==> config.mk <==
export PLATFORM = sky130hd
export DESIGN_NAME = mac_frame_assembler_with_fcs_flat
export DESIGN_NICKNAME = d
export VERILOG_FILES = /design/src/hw/rtl/mfa_pkg.sv /design/src/hw/rtl/mfa_ifs.sv /design/src/hw/rtl/mfa_front.sv /design/src/hw/rtl/mfa_queue.sv /design/src/hw/rtl/mfa_back.sv /design/src/hw/rtl/mac_frame_assembler_with_fcs.sv /design/src/flat_wrapper.sv
export VERILOG_INCLUDE_DIRS = /design/src /design/src/hw/rtl
export SDC_FILE = /design/constraint.sdc
export NUM_CORES = 1
export LEC_CHECK = 0
export ABC_AREA = 1
export BUFFER_PORTS_ARGS = -buffer_cell sky130_fd_sc_hd__clkbuf_2
export CAP_MARGIN = 20
export CORE_MARGIN = 3
export CORE_UTILIZATION = 39
export CTS_CLUSTER_SIZE = 16
export DETAILED_ROUTE_END_ITERATION = 16
export PLACE_DENSITY = 0.67
export SYNTH_ARGS = -nofsm -noshare
export SYNTH_HDL_FRONTEND = slang
export SYNTH_SLANG_ARGS = --single-unit
==> constraint.sdc <==
create_clock -name clk -period 14.8 [get_ports clk]
set_input_delay 0.74 -clock clk [delete_from_list [all_inputs] [get_ports clk]]
set_output_delay 0.74 -clock clk [all_outputs]
set_load 0.02 [all_outputs]
==> src/hw/rtl/mac_frame_assembler_with_fcs_defines.svh <==
// Assertion macros shared by the frame assembler modules.
// Each macro expects signals named clk and rst_n in the using scope.
`ifndef MAC_FRAME_ASSEMBLER_WITH_FCS_DEFINES_SVH
`define MAC_FRAME_ASSEMBLER_WITH_FCS_DEFINES_SVH

// Consequence must hold in the same cycle as the antecedent.
`define MFA_ASSERT_NOW(label, ante, cons, msg) \
    label: assert property (@(posedge clk) disable iff (!rst_n) (ante) |-> (cons)) \
        else $error(msg);

// Consequence must hold in the cycle after the antecedent.
`define MFA_ASSERT_NEXT(label, ante, cons, msg) \
    label: assert property (@(posedge clk) disable iff (!rst_n) (ante) |=> (cons)) \
        else $error(msg);

`endif

==> src/hw/rtl/mfa_pkg.sv <==
`default_nettype none

package mfa_pkg;

    localparam int FRAME_MAX_DEFAULT = 127;
    localparam int QUEUE_DEPTH       = 2;

    // Header byte slots in transmit order: frame control (2), sequence
    // number (1), destination PAN (2), destination address (8), source
    // PAN (2), source address (8).
    localparam int HDR_SLOTS   = 23;
    localparam int SLOT_W      = 5;
    localparam int SLOT_FC     = 0;
    localparam int SLOT_DPAN   = 3;
    localparam int SLOT_DADDR  = 5;
    localparam int SLOT_SPAN   = 13;
    localparam int SLOT_SADDR  = 15;

    localparam logic [1:0]  MODE_NONE  = 2'd0;
    localparam logic [1:0]  MODE_SHORT = 2'd2;
    localparam logic [1:0]  MODE_EXT   = 2'd3;
    localparam logic [15:0] CRC_POLY   = 16'h8408;
    localparam logic [6:0]  FCS_BYTES  = 7'd2;

    typedef struct packed {
        logic                            is_hdr;
        logic                            too_long;
        logic                            fin;
        logic [HDR_SLOTS-1:0]            mask;
        logic [HDR_SLOTS-1:0][7:0]       bytes;
    } job_t;

    function automatic logic [15:0] crc_byte(input logic [15:0] crc, input logic [7:0] b);
        logic [15:0] c;
        c = crc ^ {8'h00, b};
        for (int i = 0; i < 8; i++)
        begin
            if (c[0])
            begin
                c = (c >> 1) ^ CRC_POLY;
            end
            else
            begin
                c = c >> 1;
            end
        end
        return c;
    endfunction

    function automatic logic [3:0] addr_bytes(input logic [1:0] mode);
        case (mode)
            MODE_SHORT: return 4'd2;
            MODE_EXT:   return 4'd8;
            default:    return 4'd0;
        endcase
    endfunction

endpackage

`default_nettype wire

==> src/hw/rtl/mfa_ifs.sv <==
`default_nettype none

interface mfa_item_if;
    logic        valid;
    logic        ready;
    logic        kind;
    logic [15:0] frame_control;
    logic [7:0]  sequence_number;
    logic [15:0] dest_pan;
    logic [63:0] dest_address;
    logic [15:0] source_pan;
    logic [63:0] source_address;
    logic [6:0]  payload_length;
    logic [7:0]  payload_byte;

    modport source (
        output valid, kind, frame_control, sequence_number, dest_pan, dest_address,
               source_pan, source_address, payload_length, payload_byte,
        input  ready
    );
    modport sink (
        input  valid, kind, frame_control, sequence_number, dest_pan, dest_address,
               source_pan, source_address, payload_length, payload_byte,
        output ready
    );
endinterface

interface mfa_result_if;
    logic       valid;
    logic       ready;
    logic [7:0] frame_byte;
    logic       last;
    logic       too_long;
    logic [6:0] frame_length;

    modport source (
        output valid, frame_byte, last, too_long, frame_length,
        input  ready
    );
    modport sink (
        input  valid, frame_byte, last, too_long, frame_length,
        output ready
    );
endinterface

`default_nettype wire

==> src/hw/rtl/mfa_front.sv <==
`default_nettype none

// Accepts items, tracks frame bookkeeping and turns each item that
// produces output into a job for the back end.
module mfa_front #(
    parameter int MAX_FRAME_BYTES = mfa_pkg::FRAME_MAX_DEFAULT
) (
    input  wire logic        clk,
    input  wire logic        rst_n,
    mfa_item_if.sink         item,
    input  wire logic        full,
    output logic             push,
    output mfa_pkg::job_t    job
);

    logic [6:0] remaining_reg, remaining_next;
    logic       open_reg, open_next;
    logic       drop_reg, drop_next;

    logic       accept;
    logic [1:0] dmode, smode;
    logic       send_span;
    logic [4:0] hlen;
    logic [7:0] total;
    logic       oversize;

    assign item.ready = !full;
    assign accept     = item.valid && item.ready;

    assign dmode     = item.frame_control[11:10];
    assign smode     = item.frame_control[15:14];
    assign send_span = (smode != mfa_pkg::MODE_NONE) && !item.frame_control[6];
    assign hlen      = 5'd3
                     + ((dmode != mfa_pkg::MODE_NONE) ? 5'd2 : 5'd0)
                     + {1'b0, mfa_pkg::addr_bytes(dmode)}
                     + (send_span ? 5'd2 : 5'd0)
                     + {1'b0, mfa_pkg::addr_bytes(smode)};
    assign total     = {3'b000, hlen} + {1'b0, item.payload_length} + 8'd2;
    assign oversize  = total > 8'(MAX_FRAME_BYTES);

    always_comb
    begin
        remaining_next = remaining_reg;
        open_next      = open_reg;
        drop_next      = drop_reg;
        push           = 1'b0;
        job            = '0;

        if (accept)
        begin
            if (!item.kind)
            begin
                push           = 1'b1;
                job.is_hdr     = 1'b1;
                job.too_long   = oversize;
                job.fin        = (item.payload_length == 7'd0);
                job.bytes      = {item.source_address, item.source_pan, item.dest_address,
                                  item.dest_pan, item.sequence_number, item.frame_control};
                job.mask[2:0]  = 3'b111;
                job.mask[mfa_pkg::SLOT_DPAN +: 2]      = {2{dmode != mfa_pkg::MODE_NONE}};
                job.mask[mfa_pkg::SLOT_DADDR +: 2]     = {2{dmode[1]}};
                job.mask[mfa_pkg::SLOT_DADDR + 2 +: 6] = {6{dmode == mfa_pkg::MODE_EXT}};
                job.mask[mfa_pkg::SLOT_SPAN +: 2]      = {2{send_span}};
                job.mask[mfa_pkg::SLOT_SADDR +: 2]     = {2{smode[1]}};
                job.mask[mfa_pkg::SLOT_SADDR + 2 +: 6] = {6{smode == mfa_pkg::MODE_EXT}};
                remaining_next = item.payload_length;
                open_next      = !oversize && (item.payload_length != 7'd0);
                drop_next      = oversize && (item.payload_length != 7'd0);
            end
            else if (drop_reg)
            begin
                if (remaining_reg != 7'd0)
                begin
                    remaining_next = remaining_reg - 7'd1;
                end
                drop_next = (remaining_reg > 7'd1);
            end
            else if (open_reg && (remaining_reg != 7'd0))
            begin
                push            = 1'b1;
                job.fin         = (remaining_reg == 7'd1);
                job.bytes[0]    = item.payload_byte;
                remaining_next  = remaining_reg - 7'd1;
                open_next       = (remaining_reg != 7'd1);
            end
        end
    end

    always_ff @(posedge clk or negedge rst_n)
    begin
        if (!rst_n)
        begin
            remaining_reg <= '0;
            open_reg      <= 1'b0;
            drop_reg      <= 1'b0;
        end
        else
        begin
            remaining_reg <= remaining_next;
            open_reg      <= open_next;
            drop_reg      <= drop_next;
        end
    end

endmodule

`default_nettype wire

==> src/hw/rtl/mfa_queue.sv <==
`default_nettype none

// Short job queue between the front and back ends.
module mfa_queue (
    input  wire logic        clk,
    input  wire logic        rst_n,
    input  wire logic        push,
    input  mfa_pkg::job_t    push_job,
    input  wire logic        pop,
    output logic             full,
    output logic             head_valid,
    output mfa_pkg::job_t    head_job
);

    localparam int DEPTH = mfa_pkg::QUEUE_DEPTH;
    localparam int PW    = (DEPTH > 1) ? $clog2(DEPTH) : 1;
    localparam int CW    = $clog2(DEPTH + 1);

    mfa_pkg::job_t slot_reg [DEPTH];
    logic [PW-1:0] wr_ptr_reg, wr_ptr_next;
    logic [PW-1:0] rd_ptr_reg, rd_ptr_next;
    logic [CW-1:0] count_reg, count_next;

    assign full       = (count_reg == CW'(DEPTH));
    assign head_valid = (count_reg != '0);
    assign head_job   = slot_reg[rd_ptr_reg];

    always_comb
    begin
        wr_ptr_next = wr_ptr_reg;
        rd_ptr_next = rd_ptr_reg;
        count_next  = count_reg;
        if (push)
        begin
            wr_ptr_next = (wr_ptr_reg == PW'(DEPTH - 1)) ? '0 : wr_ptr_reg + PW'(1);
        end
        if (pop)
        begin
            rd_ptr_next = (rd_ptr_reg == PW'(DEPTH - 1)) ? '0 : rd_ptr_reg + PW'(1);
        end
        if (push && !pop)
        begin
            count_next = count_reg + CW'(1);
        end
        else if (pop && !push)
        begin
            count_next = count_reg - CW'(1);
        end
    end

    always_ff @(posedge clk)
    begin
        if (push)
        begin
            slot_reg[wr_ptr_reg] <= push_job;
        end
    end

    always_ff @(posedge clk or negedge rst_n)
    begin
        if (!rst_n)
        begin
            wr_ptr_reg <= '0;
            rd_ptr_reg <= '0;
            count_reg  <= '0;
        end
        else
        begin
            wr_ptr_reg <= wr_ptr_next;
            rd_ptr_reg <= rd_ptr_next;
            count_reg  <= count_next;
        end
    end

endmodule

`default_nettype wire

==> src/hw/rtl/mfa_back.sv <==
`default_nettype none

`include "mac_frame_assembler_with_fcs_defines.svh"

// Executes jobs: walks the header slots, passes payload bytes, keeps the
// running CRC and appends the FCS into a registered output beat.
module mfa_back (
    input  wire logic        clk,
    input  wire logic        rst_n,
    input  wire logic        head_valid,
    input  mfa_pkg::job_t    head_job,
    output logic             pop,
    mfa_result_if.source     result
);

    localparam logic [1:0] ST_IDLE   = 2'd0;
    localparam logic [1:0] ST_HDR    = 2'd1;
    localparam logic [1:0] ST_FCS_LO = 2'd2;
    localparam logic [1:0] ST_FCS_HI = 2'd3;

    localparam int NS = mfa_pkg::HDR_SLOTS;

    logic [1:0]              state_reg, state_next;
    logic [NS-1:0]           mask_reg, mask_next;
    logic [NS-1:0][7:0]      data_reg, data_next;
    logic                    fin_reg, fin_next;
    logic [15:0]             crc_reg, crc_next;
    logic [6:0]              cnt_reg, cnt_next;

    logic                    ovalid_reg, ovalid_next;
    logic [7:0]              byte_reg, byte_next;
    logic                    last_reg, last_next;
    logic                    tl_reg, tl_next;
    logic [6:0]              flen_reg, flen_next;

    logic                        advance;
    logic [mfa_pkg::SLOT_W-1:0]  sel;
    logic [NS-1:0]               sel_hot;
    logic [NS-1:0]               mask_left;

    assign advance = !ovalid_reg || result.ready;

    assign result.valid        = ovalid_reg;
    assign result.frame_byte   = byte_reg;
    assign result.last         = last_reg;
    assign result.too_long     = tl_reg;
    assign result.frame_length = flen_reg;

    // Lowest enabled header slot goes out next.
    always_comb
    begin
        sel     = '0;
        sel_hot = '0;
        for (int i = NS - 1; i >= 0; i--)
        begin
            if (mask_reg[i])
            begin
                sel     = mfa_pkg::SLOT_W'(i);
                sel_hot = NS'(1) << i;
            end
        end
    end

    assign mask_left = mask_reg & ~sel_hot;

    always_comb
    begin
        state_next  = state_reg;
        mask_next   = mask_reg;
        data_next   = data_reg;
        fin_next    = fin_reg;
        crc_next    = crc_reg;
        cnt_next    = cnt_reg;
        ovalid_next = ovalid_reg;
        byte_next   = byte_reg;
        last_next   = last_reg;
        tl_next     = tl_reg;
        flen_next   = flen_reg;
        pop         = 1'b0;

        if (advance)
        begin
            ovalid_next = 1'b0;
            byte_next   = 8'h00;
            last_next   = 1'b0;
            tl_next     = 1'b0;
            flen_next   = 7'd0;
            case (state_reg)
                ST_IDLE:
                begin
                    if (head_valid)
                    begin
                        pop = 1'b1;
                        if (head_job.is_hdr)
                        begin
                            crc_next = 16'h0000;
                            cnt_next = 7'd0;
                            if (head_job.too_long)
                            begin
                                ovalid_next = 1'b1;
                                last_next   = 1'b1;
                                tl_next     = 1'b1;
                            end
                            else
                            begin
                                mask_next  = head_job.mask;
                                data_next  = head_job.bytes;
                                fin_next   = head_job.fin;
                                state_next = ST_HDR;
                            end
                        end
                        else
                        begin
                            ovalid_next = 1'b1;
                            byte_next   = head_job.bytes[0];
                            crc_next    = mfa_pkg::crc_byte(crc_reg, head_job.bytes[0]);
                            cnt_next    = cnt_reg + 7'd1;
                            if (head_job.fin)
                            begin
                                state_next = ST_FCS_LO;
                            end
                        end
                    end
                end
                ST_HDR:
                begin
                    ovalid_next = 1'b1;
                    byte_next   = data_reg[sel];
                    crc_next    = mfa_pkg::crc_byte(crc_reg, data_reg[sel]);
                    cnt_next    = cnt_reg + 7'd1;
                    mask_next   = mask_left;
                    if (mask_left == '0)
                    begin
                        state_next = fin_reg ? ST_FCS_LO : ST_IDLE;
                    end
                end
                ST_FCS_LO:
                begin
                    ovalid_next = 1'b1;
                    byte_next   = crc_reg[7:0];
                    state_next  = ST_FCS_HI;
                end
                ST_FCS_HI:
                begin
                    ovalid_next = 1'b1;
                    byte_next   = crc_reg[15:8];
                    last_next   = 1'b1;
                    flen_next   = cnt_reg + mfa_pkg::FCS_BYTES;
                    state_next  = ST_IDLE;
                end
                default:
                begin
                    state_next = ST_IDLE;
                end
            endcase
        end
    end

    always_ff @(posedge clk)
    begin
        mask_reg <= mask_next;
        data_reg <= data_next;
        fin_reg  <= fin_next;
        byte_reg <= byte_next;
        last_reg <= last_next;
        tl_reg   <= tl_next;
        flen_reg <= flen_next;
    end

    always_ff @(posedge clk or negedge rst_n)
    begin
        if (!rst_n)
        begin
            state_reg  <= ST_IDLE;
            crc_reg    <= '0;
            cnt_reg    <= '0;
            ovalid_reg <= 1'b0;
        end
        else
        begin
            state_reg  <= state_next;
            crc_reg    <= crc_next;
            cnt_reg    <= cnt_next;
            ovalid_reg <= ovalid_next;
        end
    end

    `MFA_ASSERT_NOW(a_too_long_is_last, ovalid_reg && tl_reg, last_reg,
        "too_long beat without last")
    `MFA_ASSERT_NOW(a_hdr_has_slots, state_reg == ST_HDR, mask_reg != '0,
        "header walk with no slot left")
    `MFA_ASSERT_NEXT(a_fcs_order, (state_reg == ST_FCS_LO) && advance,
        state_reg == ST_FCS_HI, "FCS high byte did not follow low byte")
    `MFA_ASSERT_NOW(a_min_length, ovalid_reg && last_reg && !tl_reg, flen_reg >= 7'd5,
        "closing beat reports a frame shorter than the minimum")

endmodule

`default_nettype wire

==> src/hw/rtl/mac_frame_assembler_with_fcs.sv <==
// Path: a payload beat's frame byte passes through the job queue and the output
// register; a header beat's first byte also passes the header slot registers.
// Throughput: one payload byte per cycle while the output is ready; a header job is
// taken first, then the slot walk sends one header byte per cycle while it is ready.
// The FCS adds two bytes, low then high, after the last byte of a frame.
// Reset: rst_n is asynchronous and clears all control state; no frame is open.
`default_nettype none

// IEEE 802.15.4 frame assembler with CRC-16 FCS.
//
// The front end accepts header and payload beats. It decides right away
// whether a frame is too long, which header slots are sent for the address
// modes in the frame control field, and whether a payload beat belongs to
// an open frame, is being dropped, or is a stray byte. Only beats that
// produce output become jobs in a two-entry queue.
//
// The back end drains that queue. A header job is walked slot by slot, one
// byte per cycle while the output register can advance, always taking the
// lowest enabled slot so that the fields come out little-endian in frame
// order. A payload job loads its byte into the output register when taken.
// The running CRC (reflected 0x8408, zero seed) covers each header and
// payload byte and is appended low byte first, with last and the total
// length on the final FCS beat. The back end stalls while its output waits.
//
// A header arriving while a frame is open simply starts a new frame; the
// back end clears its CRC and byte count when it takes the header job.
module mac_frame_assembler_with_fcs #(
    parameter int MAX_FRAME_BYTES = mfa_pkg::FRAME_MAX_DEFAULT
) (
    input  wire logic    clk,
    input  wire logic    rst_n,
    mfa_item_if.sink     item,
    mfa_result_if.source result
);

    logic           push;
    logic           pop;
    logic           full;
    logic           head_valid;
    mfa_pkg::job_t  push_job;
    mfa_pkg::job_t  head_job;

    // Classify accepted beats and build jobs.
    mfa_front #(
        .MAX_FRAME_BYTES (MAX_FRAME_BYTES)
    ) u_front (
        .clk   (clk),
        .rst_n (rst_n),
        .item  (item),
        .full  (full),
        .push  (push),
        .job   (push_job)
    );

    // Decouples front and back so each can stall independently.
    mfa_queue u_queue (
        .clk        (clk),
        .rst_n      (rst_n),
        .push       (push),
        .push_job   (push_job),
        .pop        (pop),
        .full       (full),
        .head_valid (head_valid),
        .head_job   (head_job)
    );

    // Serialize header slots, payload bytes and the FCS.
    mfa_back u_back (
        .clk        (clk),
        .rst_n      (rst_n),
        .head_valid (head_valid),
        .head_job   (head_job),
        .pop        (pop),
        .result     (result)
    );

endmodule

`default_nettype wire
==> src/flat_wrapper.sv <==
// flat-port wrapper written by rule: the top's interface ports become plain ports
module mac_frame_assembler_with_fcs_flat 
#(
    parameter int MAX_FRAME_BYTES = mfa_pkg::FRAME_MAX_DEFAULT
)
  (clk, rst_n, item_valid, item_kind, item_frame_control, item_sequence_number, item_dest_pan, item_dest_address, item_source_pan, item_source_address, item_payload_length, item_payload_byte, item_ready, result_valid, result_frame_byte, result_last, result_too_long, result_frame_length, result_ready);
  mfa_item_if item_i ();
  mfa_result_if result_i ();
  input  wire logic clk;
  input  wire logic rst_n;
  input wire logic [$bits(item_i.valid)-1:0] item_valid;
  input wire logic [$bits(item_i.kind)-1:0] item_kind;
  input wire logic [$bits(item_i.frame_control)-1:0] item_frame_control;
  input wire logic [$bits(item_i.sequence_number)-1:0] item_sequence_number;
  input wire logic [$bits(item_i.dest_pan)-1:0] item_dest_pan;
  input wire logic [$bits(item_i.dest_address)-1:0] item_dest_address;
  input wire logic [$bits(item_i.source_pan)-1:0] item_source_pan;
  input wire logic [$bits(item_i.source_address)-1:0] item_source_address;
  input wire logic [$bits(item_i.payload_length)-1:0] item_payload_length;
  input wire logic [$bits(item_i.payload_byte)-1:0] item_payload_byte;
  output wire logic [$bits(item_i.ready)-1:0] item_ready;
  output wire logic [$bits(result_i.valid)-1:0] result_valid;
  output wire logic [$bits(result_i.frame_byte)-1:0] result_frame_byte;
  output wire logic [$bits(result_i.last)-1:0] result_last;
  output wire logic [$bits(result_i.too_long)-1:0] result_too_long;
  output wire logic [$bits(result_i.frame_length)-1:0] result_frame_length;
  input wire logic [$bits(result_i.ready)-1:0] result_ready;
  assign item_i.valid = item_valid;
  assign item_i.kind = item_kind;
  assign item_i.frame_control = item_frame_control;
  assign item_i.sequence_number = item_sequence_number;
  assign item_i.dest_pan = item_dest_pan;
  assign item_i.dest_address = item_dest_address;
  assign item_i.source_pan = item_source_pan;
  assign item_i.source_address = item_source_address;
  assign item_i.payload_length = item_payload_length;
  assign item_i.payload_byte = item_payload_byte;
  assign item_ready = item_i.ready;
  assign result_valid = result_i.valid;
  assign result_frame_byte = result_i.frame_byte;
  assign result_last = result_i.last;
  assign result_too_long = result_i.too_long;
  assign result_frame_length = result_i.frame_length;
  assign result_i.ready = result_ready;
  mac_frame_assembler_with_fcs #(.MAX_FRAME_BYTES(MAX_FRAME_BYTES)) u_core (.clk(clk), .rst_n(rst_n), .item(item_i), .result(result_i));
endmodule
==> impl_metrics.yaml, run 1 <==
outcome:
  outcome: "finished, final reports clean"
floorplanning:
  core_mm2: 0.07185
  design.portCount: 223
  die_area_mm2: 0.07622
  start_util_pct: 39.59
  die_h_um: 276.1
  rows: 98
  die_x_um: 276.1
power:
  powerDensity_mw_per_mm2: 220.3
  p_sw_mw: 2.755
  pwr-share-comb_pct: 34.2
  intPower_mw: 4.475
  total_power_mw: 7.230
  power_frac_seq_pct: 40.9
  clkPwrFrac_pct: 24.9
  swShare_pct: 38.11
  p_leak_nw: 13.47
  irDropWorstVdd_mv: 0.1267
placement:
  gp_congestion: 0.8845
  hpwlAfterDp_um: 46470
  port_buffers: 222
setup_path:
  reg2reg_to: "u_core.u_queue.slot_reg[0][43]"
  critPathRequiredTime_ns: 15.04
  worstSetupEndpointType: "register"
  r2r_start: "u_core.u_queue.count_reg[0]"
  r2r_setup_slack_ns: 9.77
  cp.arrival_ns: 5.27
  crit_fanout: 97
  rr_worst_depth: 12
  critPathLaunchType: "register"
  crit_type: "reg2reg"
route:
  vias: 19800
  drc: 0
  wire_per_inst_um: 18.06
  drt_iter0_drc: 1719
  antenna_left: 0
  top_layer: "met4"
  wl_met3_um: 4186
  met2_wirelength_um: 34600
  vias_per_cell: 4.992
  drtPass1Iterations: 6
  finalWirelength_um: 71620
  wl_met1_um: 30920
cts:
  cts_buffers: 69
  cts_hold_buf: 0
  cts_tree: "yes"
  postCtsSetupBuffers: 0
  clkSinkCount: 646
  cts_max_path_buffers: 3
  post_cts_resize_count: 0
  root_buffer: "clkbuf_16"
  clkLatencyLatePin_ns: 0.62
  cts.reportedPaths.clkPinSlew_ns: 0.07
  cts-htree-levels: 3
layout:
  drive_above_1_share_pct: 12.60
  largest_reg_flops: 382
  nets: 3194
  n_antenna_cell: 0
  nFillCells: 6674
  syn_to_final_growth_pct: 15.37
synth:
  yosys.area_share.simple_pct: 22.88
  synth_cells: 2776
  synth_top_family_by_area: "simple AND/OR/NAND/NOR gates"
  synth-adder-area-share_pct: 1.126
  synth_compound_area_share_pct: 3.818
  synth-seq-area-share_pct: 67.51
  ys_warn_count: 0
  syn_avg_cell_area_um2: 10.25
  synth_top_area_share_pct: 64.07
  yosysTopAreaCell: "edfxtp_1"
  synth_cell_types: 51
  synth_nets: 3005
  synth-main-ff-cell: "edfxtp_1"
  synthArstFlopShare_pct: 6.037
  synth_mux_area_share_pct: 0.03519
  synth-xor-area-share_pct: 0.7389
  synth_edf_count: 607
  synth_area_leaders: "edfxtp_1 (64%), nand2_1 (14%), nand3_1 (4.6%)"
  netlist_area_mm2: 0.02845
  yosys_register_bits: 646
sta:
  rsz0062_at_grt: "false"
  tightest_slew_ns: 1.099
  setup_violations: 0
  clock_skew_ns: 0.02502
  slew_violations: 0
  max-slew-margin-rel_pct: 26.70
  fin_crit_ns: 5.029
  fin_crit_sh_pct: 33.98
  max_freq_ghz: 0.1988
  finalSetupTns_ns: 0
  hold-worst-slack_ns: 0.2102
  hold_viol: 0
global_route:
  grt_use_total_pct: 18.61
  antenna_found_initial: 0
  grt_pass1_vias: 19340
  grt_pass1_wl_um: 111200
  grt_max_degree: 135
  overflow: 0
job:
  maxCapViolCount: 0
min_path:
  hold_class: "in2async"
-- layout make-up --
class / instances / area [µm²] / area share [%]
multi-input combinational: 1857 / 8168 / 24.89
inverter: 142 / 543.0 / 1.655
clock inverter: 41 / 605.6 / 1.845
timing repair buffer: 249 / 1326 / 4.041
sequential: 646 / 19210 / 58.52
tap: 950 / 1189 / 3.622
clock buffer: 81 / 1782 / 5.429
-- cell usage after synthesis, types with 8 or more instances --
| library cell | number |
|---|---|
| a21oi_1 | 36 |
| o21ai_1 | 23 |
| ha_1 | 24 |
| clkbuf_1 | 97 |
| buf_1 | 15 |
| a31oi_1 | 9 |
| nor2_1 | 262 |
| edfxtp_1 | 607 |
| dfrtp_1 | 39 |
| nor3_1 | 10 |
| nand2_1 | 1051 |
| buf_2 | 10 |
| nand3_1 | 262 |
| o21ai_0 | 84 |
| xnor2_1 | 8 |
| inv_1 | 137 |
| nand4_1 | 8 |
| xor2_1 | 16 |
-- metal layers --
layer | GRT usage [%] | vias to the layer above
met5 | 0 | -
met4 | 6.324 | 0
met3 | 2.297 | 95
met2 | 30.51 | 636
met1 | 25.76 | 9360
li1 | - | 9706
-- worst max-delay path: stages, from the launching register on --
cell	delay [ns]
dfrtp_1	0.38
inv_1	0.08
nand2_1	0.12
nand2_4	0.06
buf_4	0.34
inv_1	0.20
nand4_1	0.27
nand2_1	0.24
inv_1	0.17
nor2_4	0.28
buf_4	0.78
buf_4	0.90
buf_4	0.71
-- worst max path at each step --
| stage | start | endpoint | slack (ns) | cells after the start |
|---|---|---|---|---|
| 2_1_floorplan | item_valid | u_core.u_queue.slot_reg[1][0] | 4.45 | 6 |
| 4_1_cts | u_core.u_queue.count_reg[0] | u_core.u_queue.slot_reg[0][33] | 9.62 | 12 |
| 5_1_grt | u_core.u_queue.count_reg[0] | u_core.u_queue.slot_reg[0][40] | 9.29 | 12 |
| 3_5_place_dp | item_valid | u_core.u_queue.slot_reg[0][38] | 9.36 | 11 |
| 3_3_place_gp | item_valid | u_core.u_queue.slot_reg[1][37] | 9.53 | 11 |
| 6_report | u_core.u_queue.count_reg[0] | u_core.u_queue.slot_reg[0][43] | 9.77 | 12 |
-- metrics by stage --
stage	instance area, µm²	std cells	utilization, %	setup WS (ns)
after global routing	32820	3966	45.68	9.285
after global placement	30430	3844	42.35	9.530
after floorplan	28450	2776	-	4.449
after CTS	32820	3966	45.68	9.624
final	32820	3966	45.68	9.771
after detailed placement	30430	3844	42.35	9.365
-- power by group through the flow --
| stage | combinational, mW | sequential (mW) | clock (mW) |
|---|---|---|---|
| global placement | 2.44 | 2.98 | 0 |
| detailed placement | 2.47 | 2.99 | 0 |
| global route | 2.79 | 3.01 | 1.91 |
| floorplan | 1.71 | 3.08 | 0 |
| finish | 2.48 | 2.95 | 1.80 |
| CTS | 2.49 | 2.96 | 1.83 |
-- placed cells by master, fill, tap and decap left out, types with 4 or more instances in the layout --
master	synthesis	layout
clkbuf_1	97	11
inv_1	137	135
clkbuf_16	0	69
nand2_1	1051	1050
clkinv_2	0	10
dfrtp_1	39	38
nand4_1	8	8
bufinv_16	0	11
nand3_1	262	262
o22ai_1	7	7
o21ai_1	23	23
nor3_1	10	10
edfxtp_1	607	607
nand2_2	5	5
inv_2	4	4
a21boi_1	7	7
a21oi_1	36	35
buf_4	1	26
a31oi_1	9	9
xor2_1	16	16
nor2_1	262	259
clkinv_1	1	9
xnor2_1	8	8
clkbuf_2	0	222
o21ai_0	84	84
ha_1	24	24
-- cell families after synthesis --
group	after synthesis
flops	646
simple gates	1616
fa+ha+maj	25
mux	1
xor+xnor	24
compound gates	191
buf+inv	273
Note: power is estimated with default switching activity, not from simulation.
==> run 2, diff against run 1 <==
Settings changed: ABC_AREA 1 to 0, PLACE_DENSITY 0.67 to 0.69.
Clock period 14.8 ns to 4.5 ns, I/O delays scaled along.
==> run 2 against run 1 <==
Net effect: first-iteration DRC count is 9.2% lower; critical path depth is 1 lower; total power grew to 3.2 times the previous value; via count is 11% lower; sequential share of layout area is 3.6 points lower; die area is 0.87% lower; flip-flop and latch count stayed put; design area is 6.6% higher; routed wire length is 1.0% lower; register-to-register slack worse by 9.5 ns.
==> impl_metrics.yaml, run 2 <==
route:
  finalWirelength_um: 70870
  antenna_left: 0
  drtPass1Iterations: 6
  vias_per_cell: 5.305
  wire_per_inst_um: 21.31
  vias: 17640
  drt_iter0_drc: 1560
  drc: 0
cts:
  postCtsSetupBuffers: 0
  cts_tree: "yes"
  cts.reportedPaths.clkPinSlew_ns: 0.07
  clkLatencyLatePin_ns: 0.62
  clkSinkCount: 646
  root_buffer: "clkbuf_16"
  cts-htree-levels: 3
  cts_buffers: 70
  cts_max_path_buffers: 3
synth:
  ys_warn_count: 0
  netlist_area_mm2: 0.02819
  synth_nets: 2106
  synth_edf_count: 607
  synth_area_leaders: "edfxtp_1 (65%), mux2_2 (7.2%), and2_1 (4.3%)"
  synth_cells: 1877
  syn_avg_cell_area_um2: 15.02
  yosys_register_bits: 646
  yosysTopAreaCell: "edfxtp_1"
  synth_common_cells: "edfxtp_1 (607), and2_1 (193), mux2_2 (181)"
  synth-main-ff-cell: "edfxtp_1"
  synth-seq-area-share_pct: 68.11
  synthArstFlopShare_pct: 6.037
  synth_top_area_share_pct: 64.65
  synth_cell_types: 99
  synth_most_common_cell: "edfxtp_1"
layout:
  n_antenna_cell: 0
  largest_reg_flops: 382
  drive_above_1_share_pct: 26.25
  layout_commonest_cell: "edfxtp_1"
  nets: 2562
  multi_input_area_mm2: 0.008427
  fin_area_mm2: 0.03499
  nFillCells: 5940
  final_util_pct: 49.37
  final-seq-area_mm2: 0.01921
  syn_to_final_growth_pct: 24.11
  final_cell_mix: "edfxtp_1 (607), clkbuf_2 (222), and2_1 (192), dlygate4sd3_1 (192), mux2_2 (181)"
floorplanning:
  design.portCount: 223
  rows: 97
  die_area_mm2: 0.07556
  core_mm2: 0.07088
  start_util_pct: 39.78
  die_h_um: 274.9
  die_x_um: 274.9
global_route:
  overflow: 0
  antenna_found_initial: 0
  grt_pass1_wl_um: 106900
  grt_pass1_vias: 17820
  grt_max_degree: 157
  grt_use_total_pct: 18.65
placement:
  placed_area_mm2: 0.03065
  port_buffers: 222
  gp_congestion: 0.9336
  hpwlAfterDp_um: 47560
  place_ws_ns: 0.1880
power:
  p_sw_mw: 7.634
  powerDensity_mw_per_mm2: 657.6
  total_power_mw: 23.01
  clkPwrFrac_pct: 26.0
  swShare_pct: 33.17
  irDropWorstVdd_mv: 0.3998
  intPower_mw: 15.38
  pwr-share-comb_pct: 33.2
  power_frac_seq_pct: 40.7
  p_leak_nw: 12.82
setup_path:
  r2r_start: "u_core.u_back.mask_reg[20]"
  critPathLaunchType: "register"
  r2r_setup_slack_ns: 0.27
  critPathRequiredTime_ns: 4.83
  cp_slowest_stage_delay_ns: 0.53
  crit_top_cell: "o22ai_1"
  rr_worst_depth: 11
  reg2reg_to: "u_core.u_back.result.frame_byte[2]"
  cp.arrival_ns: 4.56
  slowest_stage: "mux2i_1"
  crit_type: "reg2reg"
  critPathLaunch: "u_core.u_back.mask_reg[20]"
  worstSetupEndpointType: "register"
  cp_cell_sequence: "nand2b_1 > a211oi_2 > o311ai_4 > a21oi_4 > buf_4 > mux2i_1 > o22ai_1 > nor3_1 > nor2_1 > a222oi_1 > o22ai_1"
  endpoint: "u_core.u_back.result.frame_byte[2]"
  crit_fanout: 8
sta:
  rsz0062_at_grt: "false"
  clock_skew_ns: 0.02438
  max-slew-margin-rel_pct: 33.30
  slew_violations: 0
  tightest_slew_ns: 1.000
  fin_crit_ns: 4.225
  max_freq_ghz: 0.2367
  finalSetupTns_ns: 0
  setup_ws_ns: 0.2748
  hold_viol: 0
  fin_crit_sh_pct: 93.89
  setup_violations: 0
job:
  maxCapViolCount: 0
outcome:
  outcome: "finished, final reports clean"
min_path:
  hold_class: "in2reg"
  whs_path_depth: 2
run 2: changes by cell type after synthesis, moves of 33 or more:
cell / previous run / this run
nand2_1: 1051 / 91
nand3_1: 262 / 46
nor2_1: 262 / 53
and2_1: 0 / 193
mux2_2: 0 / 181
inv_1: 137 / 34
mux2i_1: 1 / 61
o21ai_0: 84 / 50
clkbuf_1: 97 / 64
run 2: worst min-delay path by stage:
stage	from	endpoint	slack, ns
finish	item_source_address[23]	u_core.u_queue.slot_reg[0][143]	0.02
global route	item_dest_address[32]	u_core.u_queue.slot_reg[0][72]	0.0002
CTS	item_dest_address[6]	u_core.u_queue.slot_reg[0][46]	0.003
detailed placement	rst_n	u_core.u_back.cnt_reg[0]	0.30
global placement	rst_n	u_core.u_back.cnt_reg[6]	0.49
floorplan	rst_n	u_core.u_back.cnt_reg[0]	-0.07
run 2: what timing repair did:
action                     in CTS  in global routing
resized for setup               0                  1
hold buffers                  192                  0
hold endpoints to repair      381                  0
setup endpoints to repair       0                  4
run 2: cell type report:
type | count | share of cell area (%)
clock buffers | 79 | 5.163
inverters | 34 | 0.3719
well taps | 940 | 3.361
multi-input cells | 1101 | 24.08
flip-flops and latches | 646 | 54.89
clock inverters | 45 | 1.741
repair buffers | 480 | 10.39
run 2: power by group through the flow:
stage / registers [mW] / clock network, mW / logic [mW]
floorplan: 9.28 / 0 / 5.28
global placement: 9.41 / 0 / 7.31
detailed placement: 9.47 / 0 / 7.41
CTS: 9.37 / 6.11 / 7.63
global route: 9.51 / 6.35 / 8.25
finish: 9.38 / 5.99 / 7.64
run 2: routing by layer:
| metal | routed length, µm | global-route usage (%) |
|---|---|---|
| met1 | 29020 | 23.76 |
| met4 | 2202 | 6.670 |
| met3 | 3985 | 3.393 |
| met5 | 0 | 0 |
| met2 | 35660 | 31.97 |
run 2: through the flow:
step                hold slack (ns)  cells
finish                      0.01974   3325
detailed placement           0.3049   3009
CTS                        0.002509   3325
global route              0.0001934   3325
floorplan                  -0.07059   1877
global placement             0.4892   3008
run 2: critical path: cells and delay by family, from the launching register on:
| kind | cells | cell delay, ns |
|---|---|---|
| AOI/OAI and AO/OA | 6 | 1.87 |
| buffers and inverters | 1 | 0.25 |
| DFF | 1 | 0.50 |
| muxes | 1 | 0.53 |
| and+or+nand+nor | 3 | 0.78 |
run 2: cell families (layout without fill, tap and decap cells):
kind of cell / Yosys count / count (layout) / synth area share (%)
multiplexers: 243 / 243 / 9.475
AO/OA/AOI/OAI: 303 / 303 / 8.032
AND/OR/NAND/NOR: 481 / 481 / 9.448
buffers and inverters: 130 / 638 / 2.143
XOR/XNOR: 47 / 47 / 1.584
adder cells (fa/ha/maj): 27 / 27 / 1.207
flip-flops: 646 / 646 / 68.11
==> run 3, diff against run 2 <==
--- a/config.mk
+++ b/config.mk
@@ -7,5 +7,5 @@
 export NUM_CORES = 1
 export LEC_CHECK = 0
-export ABC_AREA = 0
+export ABC_AREA = 1
 export BUFFER_PORTS_ARGS = -buffer_cell sky130_fd_sc_hd__clkbuf_2
 export CAP_MARGIN = 20
==> constraint.sdc (replaced) <==
create_clock -name clk -period 4.5 [get_ports clk]
set_input_delay 0.45 -clock clk [delete_from_list [all_inputs] [get_ports clk]]
set_output_delay 0.45 -clock clk [all_outputs]
set_load 0.02 [all_outputs]
==> run 3 against run 2 <==
Net effect: flip-flop and latch count stayed put; combinational power is 9.7% higher; global-route usage is 0.092 points lower; critical path type unchanged; cell count is 20% higher.
==> impl_metrics.yaml, run 3 (synthesized netlist as in run 1, its figures left out) <==
outcome:
  outcome: "finished, final reports clean"
layout:
  multi_input_area_mm2: 0.008192
  drive_above_1_share_pct: 12.88
  largest_reg_flops: 382
  final_cell_mix: "nand2_1 (1047), edfxtp_1 (607), nand3_1 (262)"
  layout_commonest_cell: "nand2_1"
  nFillCells: 6600
  final-seq-area_mm2: 0.01921
  n_antenna_cell: 0
  nets: 3212
  fin_area_mm2: 0.03291
  syn_to_final_growth_pct: 15.68
placement:
  gp_congestion: 0.9267
  place_ws_ns: 1.057
  hpwlAfterDp_um: 48580
  port_buffers: 222
  placed_area_mm2: 0.03074
power:
  p_leak_nw: 13.50
  irDropWorstVdd_mv: 0.4102
  total_power_mw: 23.52
  powerDensity_mw_per_mm2: 714.7
sta:
  max-slew-margin-rel_pct: 16.83
  hold-worst-slack_ns: 0.1656
  fin_crit_ns: 3.488
  max_freq_ghz: 0.2867
  setup_ws_ns: 1.012
  clock_skew_ns: 0.03121
  rsz0062_at_grt: "false"
  fin_crit_sh_pct: 77.52
  finalSetupTns_ns: 0
  hold_viol: 0
  slew_violations: 0
  setup_violations: 0
  tightest_slew_ns: 1.247
setup_path:
  slowest_stage: "edfxtp_1"
  crit_type: "reg2reg"
  worstSetupEndpointType: "register"
  cp_slowest_stage_delay_ns: 0.42
  critPathRequiredTime_ns: 5.02
  r2r_setup_slack_ns: 1.01
  cp.arrival_ns: 4.01
  critPathLaunchType: "register"
  cp_top_family: "simple AND/OR/NAND/NOR gates"
  path_buf_inv: 1
  crit_top_cell: "nand2_1"
  crit_fanout: 42
route:
  drc: 0
  vias_per_cell: 5.015
  antenna_left: 0
  wire_per_inst_um: 18.17
  drt_iter0_drc: 1845
  finalWirelength_um: 72430
  vias: 19980
  drtPass1Iterations: 6
cts:
  clkLatencyLatePin_ns: 0.61
  cts_max_path_buffers: 3
  post_cts_resize_count: 0
  clkSinkCount: 646
  cts-htree-levels: 3
  cts_tree: "yes"
  cts_buffers: 67
  root_buffer: "clkbuf_16"
  cts.reportedPaths.clkPinSlew_ns: 0.06
global_route:
  grt_pass1_vias: 19080
  overflow: 0
  grt_use_total_pct: 18.56
  grt_use_met1_pct: 25.21
  top_usage_layer: "met2"
  use_met3_pct: 3.031
  grt_max_degree: 191
  antenna_found_initial: 0
  grt_pass1_wl_um: 110400
  grt_use_met2_pct: 30.69
floorplanning:
  die_h_um: 276.1
  die_x_um: 276.1
  design.portCount: 223
  die_area_mm2: 0.07622
  start_util_pct: 39.59
  core_mm2: 0.07185
  rows: 98
job:
  maxCapViolCount: 0
min_path:
  hold_class: "in2reg"
## run 3: changes by cell type in the layout (fill, tap and decap cells not counted), sizes merged, moves of 49 or more
cell and delta:
nand2 +964, and2 -195, nor2 +209, mux2 -181, inv +105, dlygate4sd3 -191
o21ai +49, mux2i -60, nand3 +218
## run 3: final cells by class
| class | count | share of cell area [%] |
|---|---|---|
| Clock inverter | 41 | 1.198 |
| Inverter | 142 | 1.650 |
| Tap cell | 950 | 3.612 |
| Multi-Input combinational cell | 1857 | 24.89 |
| Timing Repair Buffer | 269 | 4.912 |
| Clock buffer | 80 | 5.369 |
| Sequential cell | 646 | 58.37 |
## run 3: worst reg2reg max path: cells and delay by family (launching register included)
| kind | cells | cell delay [ns] |
|---|---|---|
| and+or+nand+nor | 27 | 2.29 |
| buffers and inverters | 1 | 0.26 |
| DFF | 1 | 0.42 |
| AOI/OAI and AO/OA | 3 | 0.45 |
## run 3: where the power goes
part	leakage (nW)	switching (mW)	total [mW]	internal [mW]
Sequential	6.22	0.703	9.74	9.03
Clock	1.04	2.29	5.41	3.12
Combinational	6.23	6.05	8.38	2.33
Total	13.5	9.04	23.5	14.5
## run 3: worst paths after layout
path                                            startpoint                              end  cells after the start
setup / recovery                u_core.u_back.mask_reg[21]         u_core.u_back.crc_reg[2]                     31
hold / removal                      item_payload_length[2]  u_core.u_front.remaining_reg[2]                      3
max in group asynchronous                            rst_n        u_core.u_queue.rd_ptr_reg                      3
min in group asynchronous                            rst_n      u_core.u_queue.count_reg[0]                      3
hold reg to reg            u_core.u_queue.slot_reg[1][149]      u_core.u_back.data_reg[149]                      2
setup reg to reg                u_core.u_back.mask_reg[21]         u_core.u_back.crc_reg[2]                     31
## run 3: metal layers
| metal | routed length (µm) | up-vias |
|---|---|---|
| met5 | 0 | - |
| met4 | 1859 | 0 |
| met3 | 4273 | 105 |
| met2 | 35030 | 713 |
| met1 | 31270 | 9425 |
| li1 | - | 9741 |
## run 3: stage by stage
stage,util [%],std cells
finish,45.80,3985
global route,45.80,3985
CTS,45.80,3985
detailed placement,42.78,3863
global placement,42.78,3863
floorplan,-,2776
## run 3: what timing repair did
item / CTS / global route
hold buffers: 1 / 0
hold endpoints to repair: 39 / 0
setup buffers: 0 / 0
endpoints found under the setup margin: 0 / 0
